[config.mk]
export PLATFORM = sky130hd
export DESIGN_NAME = insc_cell
export DESIGN_NICKNAME = d
export VERILOG_FILES = /design/src/rtl/insertion_sorter_macros.svh /design/src/rtl/insc_pkg.sv /design/src/rtl/insc_cell.sv
export SDC_FILE = /design/constraint.sdc
export NUM_CORES = 1
export LEC_CHECK = 0
export BUFFER_PORTS_ARGS = -buffer_cell sky130_fd_sc_hd__buf_2
export CAP_MARGIN = 20
export CORE_MARGIN = 1
export CORE_UTILIZATION = 35
export DETAILED_ROUTE_END_ITERATION = 6
export HOLD_SLACK_MARGIN = 0.06
export PLACE_DENSITY = 0.67
export SETUP_SLACK_MARGIN = 0.3
export SYNTH_ARGS = -nofsm -noshare
export SYNTH_HDL_FRONTEND = slang
export SYNTH_SLANG_ARGS = --single-unit
[constraint.sdc]
create_clock -name i_clk -period 6.1 [get_ports i_clk]
set_input_delay 0.915 -clock i_clk [delete_from_list [all_inputs] [get_ports i_clk]]
set_output_delay 0.915 -clock i_clk [all_outputs]
set_load 0.01 [all_outputs]
[src/rtl/insertion_sorter_macros.svh]
// assertion helpers, sampled on i_clk, off while i_rst_n is low
`ifndef INSERTION_SORTER_MACROS_SVH
`define INSERTION_SORTER_MACROS_SVH

`define INSC_ASSERT_NOW(label, cond, expect_now, msg) \
    label: assert property (@(posedge i_clk) disable iff (!i_rst_n) \
        (cond) |-> (expect_now)) else $error(msg);

`define INSC_ASSERT_NEXT(label, cond, expect_next, msg) \
    label: assert property (@(posedge i_clk) disable iff (!i_rst_n) \
        (cond) |=> (expect_next)) else $error(msg);

`endif

[src/rtl/insc_pkg.sv]
package insc_pkg;

    localparam int MAX_ITEMS = 64;
    localparam int DATA_W    = 32;

    typedef struct packed {
        logic                     valid;
        logic                     gt;
        logic signed [DATA_W-1:0] value;
    } t_link;

    typedef struct packed {
        logic insert;
        logic shift;
    } t_ctrl;

endpackage

[src/rtl/insc_cell.sv]
module insc_cell (
    input  logic                              i_clk,
    input  logic                              i_rst_n,
    input  insc_pkg::t_ctrl                   i_ctrl,
    input  logic signed [insc_pkg::DATA_W-1:0] i_value,
    input  insc_pkg::t_link                   i_lo,
    input  insc_pkg::t_link                   i_up,
    output insc_pkg::t_link                   o_link
);

    logic                              r_valid;
    logic signed [insc_pkg::DATA_W-1:0] r_value;
    logic                              w_gt;

    assign w_gt = r_valid && (r_value > i_value);

    always_ff @(posedge i_clk) begin
        if (!i_rst_n) begin
            r_valid <= 1'b0;
        end else if (i_ctrl.shift) begin
            r_valid <= i_up.valid;
        end else if (i_ctrl.insert) begin
            r_valid <= r_valid | i_lo.valid;
        end
    end

    always_ff @(posedge i_clk) begin
        if (i_ctrl.shift) begin
            r_value <= i_up.value;
        end else if (i_ctrl.insert) begin
            if (i_lo.gt) begin
                r_value <= i_lo.value;
            end else if (w_gt || !r_valid) begin
                r_value <= i_value;
            end
        end
    end

    assign o_link.valid = r_valid;
    assign o_link.gt    = w_gt;
    assign o_link.value = r_value;

endmodule

==> metrics.txt, run 1 <==
critical path data arrival time=about 2.8 ns; Period minus WS final=between 3 and 4 ns; clock latency on the worst-skew pair=approximately 0.28 ns; Leak=about 1.8 nW; critical path buffer and inverter count=3; DR vias=roughly 2,300; total CTS buffers=5; CTS sink cnt=33; antenna violations before repair=0; hold path start=r_valid$_SDFFE_PN0P_; flop2flop setup slack=around 3.2 ns; Post-route DRC=0; Area Overhead vs Synth=32.5%; Clock Tree Root=clkbuf_8; drt wl/cell=around 13 µm; Synth cell types=33; post-route ant nets=0; Std-Cell Rows=31; fill cell count=~700; first-pass GRT wire length=~10,000 µm; endpoints failing hold=0; max-slew violations=0; Hold Path Stages=2; Starting Density=approximately 36%; Worst setup SP type=input port; Mapped Nets=around 400; drt via density=approximately 4.7; main flop type after synthesis=edfxtp_1; synth top area cells=edfxtp_1 37%, ha_1 15%, mux2i_1 12%; Slew headroom=31.0%; core area=roughly 7200 µm²; crit-path most repeated cell=buf_2; Slew @ Worst Pin=around 1.0 ns; fin crit share=about three fifths; Seq/Total Area, Yosys=a little under two fifths; reg-to-reg startpoint=r_value[31]$_DFFE_PP_; Setup CP Type=input port to output pin; Max clock buf depth=2; Crit-path slowest cell=a2111oi_2; CP Cell Sequence=buf_2 > inv_1 > ha_1 > nand4_4 > nor3_1 > a221o_1 > a2111oi_2 > nor4b_2 > buf_2; largest net degree at the start of global routing=67; Min-Delay Path Class=register to register; Post-synth EDFFs=32; layout net count=between 500 and 600; critical path peak fanout=4; post-synthesis async set-or-reset flop share=0%; Critical Path RT=slightly above 5 ns; DRT Pass-1 Iters=4; share of cells above drive strength 1=roughly 39%; final clock skew=about 0.0051 ns; Post-Route WL=between 6000 and 7000 µm; DP HPWL=5060 µm; All-Layer GR Usage=between 10% and 20%; Setup-failing EPs final=0; Worst R2R End=r_value[19]$_DFFE_PP_; H-tree depth=2; vias in the first global route=about 2,400; Max-cap violations=0; routability cong.=about 0.81; Synth top area share=~37%; leading area contributor after synthesis=edfxtp_1; clk slew on worst S/H paths=roughly 0.070 ns; PwrDens=around 190 nW/µm²; Die Y=slightly below 90 µm; Post CTS Setup Buffer Count=0; PortBufs=136; status=finished, final reports clean; gr ovfl total=0; worst r2r path cells=8; post-cts gate resize count=0; Avg Synthesized Cell Area=around 9.7 µm²; Worst Hold End=r_valid$_SDFFE_PN0P_; Post-Synthesis Cells=approximately 270; FMAX=around 270 MHz; CTS tree=done; worst vdd ir=around 0.093 mV; final core utilization=a little under half; 1st-iter DRT viols=94; Antenna diodes=0; Synth Register Bits=33; CP peak stage delay=0.56 ns; worst hold slack=0.574 ns; delay-heaviest family, CP=compound AO/OA/AOI/OAI gates; setup repair after global routing missed its margin=no; Syn. warnings=0; crit path capture type=output pin; chip width=a little under 90 µm; Ports=~140; synthesized cell area=2600 µm²; hold_buf cts=0; setup TNS=0 ns; DIE AREA=just under 8000 µm²
## routing by layer
layer | wire length (µm) | track usage, %
met3 | 244 | 2.54
met2 | 3060 | 31.6
met5 | 0 | 0
met1 | 2900 | 20.0
met4 | 84 | 6.45
## placed cells by master (no fill, tap or decap)
cell type and n:
nand3_1 1, clkbuf_1 1, nand4_4 2, nor4b_2 1, nor3_1 1, a21oi_1 14
clkbuf_8 5, o41ai_4 1, or2b_1 1, nand4_2 1, nor2_1 4, nor2_2 1
a2111oi_2 1, nand2b_1 1, mux2i_1 32, a41o_1 1, inv_1 35, and3_2 1
a221o_1 1, and2b_2 1, clkinv_2 2, nand2_1 41, nor4_4 1, dfxtp_1 1
a221oi_1 1, edfxtp_1 32, nand4_1 2, o21ai_0 38, buf_2 136, and4_1 2
ha_1 32, a211oi_1 1, a21o_1 4, buf_4 2
## cell type report
cell class / count / area, µm² / area share, %
clock buffers: 6 / 72.6 / 2.11
clock inverters: 2 / 10.0 / 0.291
inverters: 35 / 131 / 3.82
multi-input cells: 187 / 1430 / 41.5
flip-flops and latches: 33 / 981 / 28.5
well taps: 99 / 124 / 3.60
repair buffers: 138 / 696 / 20.2
## power breakdown
part / switching (mW) / internal [mW]
registers: 0.0141 / 0.282
logic: 0.114 / 0.0978
clock network: 0.0822 / 0.0791
total: 0.210 / 0.459
## tightest hold or removal path: stages (launching register included)
cell	delay, ns
dfxtp_1	0.34
a21oi_1	0.12
a21oi_1	0.07
## kinds of logic after synthesis
| kind of cell | after synthesis | synth area share [%] |
|---|---|---|
| buffers and inverters | 48 | 7.71 |
| multiplexers | 32 | 12.3 |
| flip-flops | 33 | 37.8 |
| adder cells (fa/ha/maj) | 32 | 15.4 |
| AND/OR/NAND/NOR | 61 | 13.0 |
| AO/OA/AOI/OAI | 62 | 13.8 |
## worst max path at each step
stage | cells past startpoint | startpoint | end
floorplan | 8 | i_value[31] | r_value[0]$_DFFE_PP_
global placement | 9 | i_value[31] | o_link[32]
detailed placement | 9 | i_value[31] | o_link[32]
CTS | 9 | i_value[31] | o_link[32]
global route | 9 | i_value[19] | o_link[32]
finish | 9 | i_value[31] | o_link[32]
## registers in the layout, summed over array words and instances, names as in the netlist
register / cells
r_value: 32
r_valid: 1
## cells in the mapped netlist (2+ instances only)
| cell type | instances |
|---|---|
| a21o_1 | 4 |
| ha_1 | 32 |
| buf_2 | 3 |
| mux2i_1 | 32 |
| and4_1 | 2 |
| o21ai_0 | 38 |
| inv_1 | 35 |
| a21oi_1 | 14 |
| buf_4 | 2 |
| edfxtp_1 | 32 |
| clkbuf_1 | 7 |
| nor2_1 | 4 |
| nand2_1 | 41 |
| nand4_4 | 2 |
| nand4_1 | 2 |
## metrics by stage
step                cell area [µm²]  std cells  total power, mW  setup slack [ns]
floorplan                      2600        268            0.426              1.70
global placement               3360        492            0.509              2.36
detailed placement             3360        492            0.515              2.35
CTS                            3440        500            0.680              2.34
global route                   3440        500            0.717              2.21
finish                         3440        500            0.669              2.35
Power figures use the tool's default switching activity.
==> run 2: changes to the inputs <==
--- a/config.mk
+++ b/config.mk
@@ -11,7 +11,7 @@
 export CORE_UTILIZATION = 35
 export DETAILED_ROUTE_END_ITERATION = 6
 export HOLD_SLACK_MARGIN = 0.06
-export PLACE_DENSITY = 0.67
+export PLACE_DENSITY = 0.69
 export SETUP_SLACK_MARGIN = 0.3
 export SYNTH_ARGS = -nofsm -noshare
 export SYNTH_HDL_FRONTEND = slang
==> constraint.sdc (replaced) <==
create_clock -name i_clk -period 3.1 [get_ports i_clk]
set_input_delay 0.465 -clock i_clk [delete_from_list [all_inputs] [get_ports i_clk]]
set_output_delay 0.465 -clock i_clk [all_outputs]
set_load 0.01 [all_outputs]
==> run 2 against run 1 <==
Effect of this change: design area grew 7.3%; clock skew fell by 0.0029 ns; combinational power rose by 120%; highest routed layer unchanged.
==> metrics.txt, run 2 (synthesis results as in run 1) <==
Leak=about 1.9 nW; post-route ant nets=0; first-pass GRT wire length=10,200 µm; Die Y=between 80 and 90 µm; 1st-iter DRT viols=50; FMAX=369 MHz; Setup-failing EPs final=0; Critical Path RT=2.63 ns; endpoints failing hold=0; clk slew on worst S/H paths=0.07 ns; Area Overhead vs Synth=42.2%; Std-Cell Rows=31; Antenna diodes=0; Clock Tree Root=clkbuf_8; PortBufs=136; worst r2r path cells=8; Hold Path Stages=3; PwrDens=between 300 and 400 nW/µm²; Worst R2R End=r_value[28]$_DFFE_PP_; total CTS buffers=5; critical path peak fanout=3; Post-route DRC=0; max-slew violations=0; hold path start=i_rst_n; Slew headroom=roughly 56%; commonest non-fill, non-tap cell in the layout=buf_2; share of cells above drive strength 1=between 40% and 50%; DIE AREA=about 7800 µm²; All-Layer GR Usage=around 17%; DRT Pass-1 Iters=5; layout net count=540; largest net degree at the start of global routing=40; Post-Route WL=6560 µm; core area=approximately 7200 µm²; chip width=about 90 µm; clock latency on the worst-skew pair=between 0.2 and 0.3 ns; setup repair after global routing missed its margin=no; CTS sink cnt=33; max FFs per register=32; Slew @ Worst Pin=about 0.66 ns; CTS tree=done; status=finished, final reports clean; final clock skew=0.00214 ns; Worst setup SP type=register; crit path capture type=output pin; DP HPWL=5170 µm; fill cell count=slightly below 700; Placed Instances=roughly 490; critical path data arrival time=~2.3 ns; gr ovfl total=0; Setup CP Type=register to output pin; antenna violations before repair=0; routability cong.=just under 0.8; flop2flop setup slack=approximately 0.52 ns; vias in the first global route=around 2,200; Post-Layout Cell Count=about 500; most frequent cells in the layout=136 x buf_2, 41 x nand2_1, 35 x o21ai_0; Reg with most FFs=r_value; worst vdd ir=0.192 mV; biggest regs=r_value: 32 flops, r_valid: 1 flops; Max clock buf depth=2; DR vias=2,362; Ports=approximately 140; reg-to-reg startpoint=r_value[23]$_DFFE_PP_; Worst Hold End=r_valid$_SDFFE_PN0P_; final core utilization=between 50% and 60%; Starting Density=36.0%; drt wl/cell=about 13 µm; fin crit share=approximately 87%; Min-Delay Path Class=input port to register; Period minus WS final=roughly 2.7 ns; drt via density=4.69; H-tree depth=2; Max-cap violations=0
[run 2: cell count changes in the layout (fill, tap and decap cells not counted), moves of 2 or more]
cell	previous run	this run
a21oi_2	0	4
clkinv_2	2	0
o21ai_2	0	2
ha_1	32	20
buf_4	2	5
ha_4	0	12
a21oi_1	14	10
inv_1	35	33
inv_2	0	2
o21ai_0	38	35
[run 2: layout make-up]
cell class                 instances  area [µm²]  area share (%)
inverter                          35         131            3.56
tap                               99         124            3.35
clock inverter                     2        33.8           0.915
sequential                        33         981            26.6
multi-input combinational        187        1610            43.6
timing repair buffer             142         738            20.0
clock buffer                       6        72.6            1.97
[run 2: through the flow]
stage                     total power [mW]  setup slack, ns  setup TNS, ns  area, µm²  hold WS, ns
after floorplan                      0.875         -0.00933         -0.299       2770        0.516
after global placement                1.05            0.426              0       3540        0.562
after detailed placement              1.06            0.391              0       3540        0.568
after CTS                             1.47            0.320              0       3650        0.431
after global routing                  1.57            0.300              0       3690        0.450
final                                 1.46            0.389              0       3690        0.436
[run 2: what timing repair did]
| action | in CTS | in global routing |
|---|---|---|
| setup endpoints to repair | 0 | 1 |
| buffers inserted | 0 | 2 |
| hold buffers | 0 | 0 |
| resized for setup | 0 | 7 |
[run 2: how the worst max path moves through the flow]
stage	end	startpoint	slack, ns	cells past startpoint
finish	o_link[32]	r_value[23]$_DFFE_PP_	0.39	7
global placement	r_value[29]$_DFFE_PP_	i_value[31]	0.43	11
detailed placement	r_value[5]$_DFFE_PP_	i_value[31]	0.39	11
global route	o_link[32]	r_value[23]$_DFFE_PP_	0.30	7
CTS	o_link[32]	r_value[14]$_DFFE_PP_	0.32	8
floorplan	r_value[0]$_DFFE_PP_	r_value[17]$_DFFE_PP_	-0.009	6
[run 2: where the power goes]
part / internal, mW / switching, mW / total, mW
Clock: 0.237 / 0.161 / 0.398
Sequential: 0.555 / 0.0358 / 0.591
Combinational: 0.231 / 0.241 / 0.472
Total: 1.02 / 0.437 / 1.46
[run 2: per-layer routing]
layer	global-route usage [%]	up-vias	routed length [µm]
li1	-	1222	-
met1	21.8	1041	2980
met2	29.7	87	3150
met3	2.83	12	312
met4	6.16	0	126
met5	0	-	0
[run 2: worst max-delay path, stage by stage, from the launching register on]
cell and delay, ns:
edfxtp_1 0.44, ha_4 0.28, a21oi_2 0.13, o21ai_2 0.08, a221o_1 0.37, and2b_2 0.23
nor4b_2 0.25, buf_2 0.18
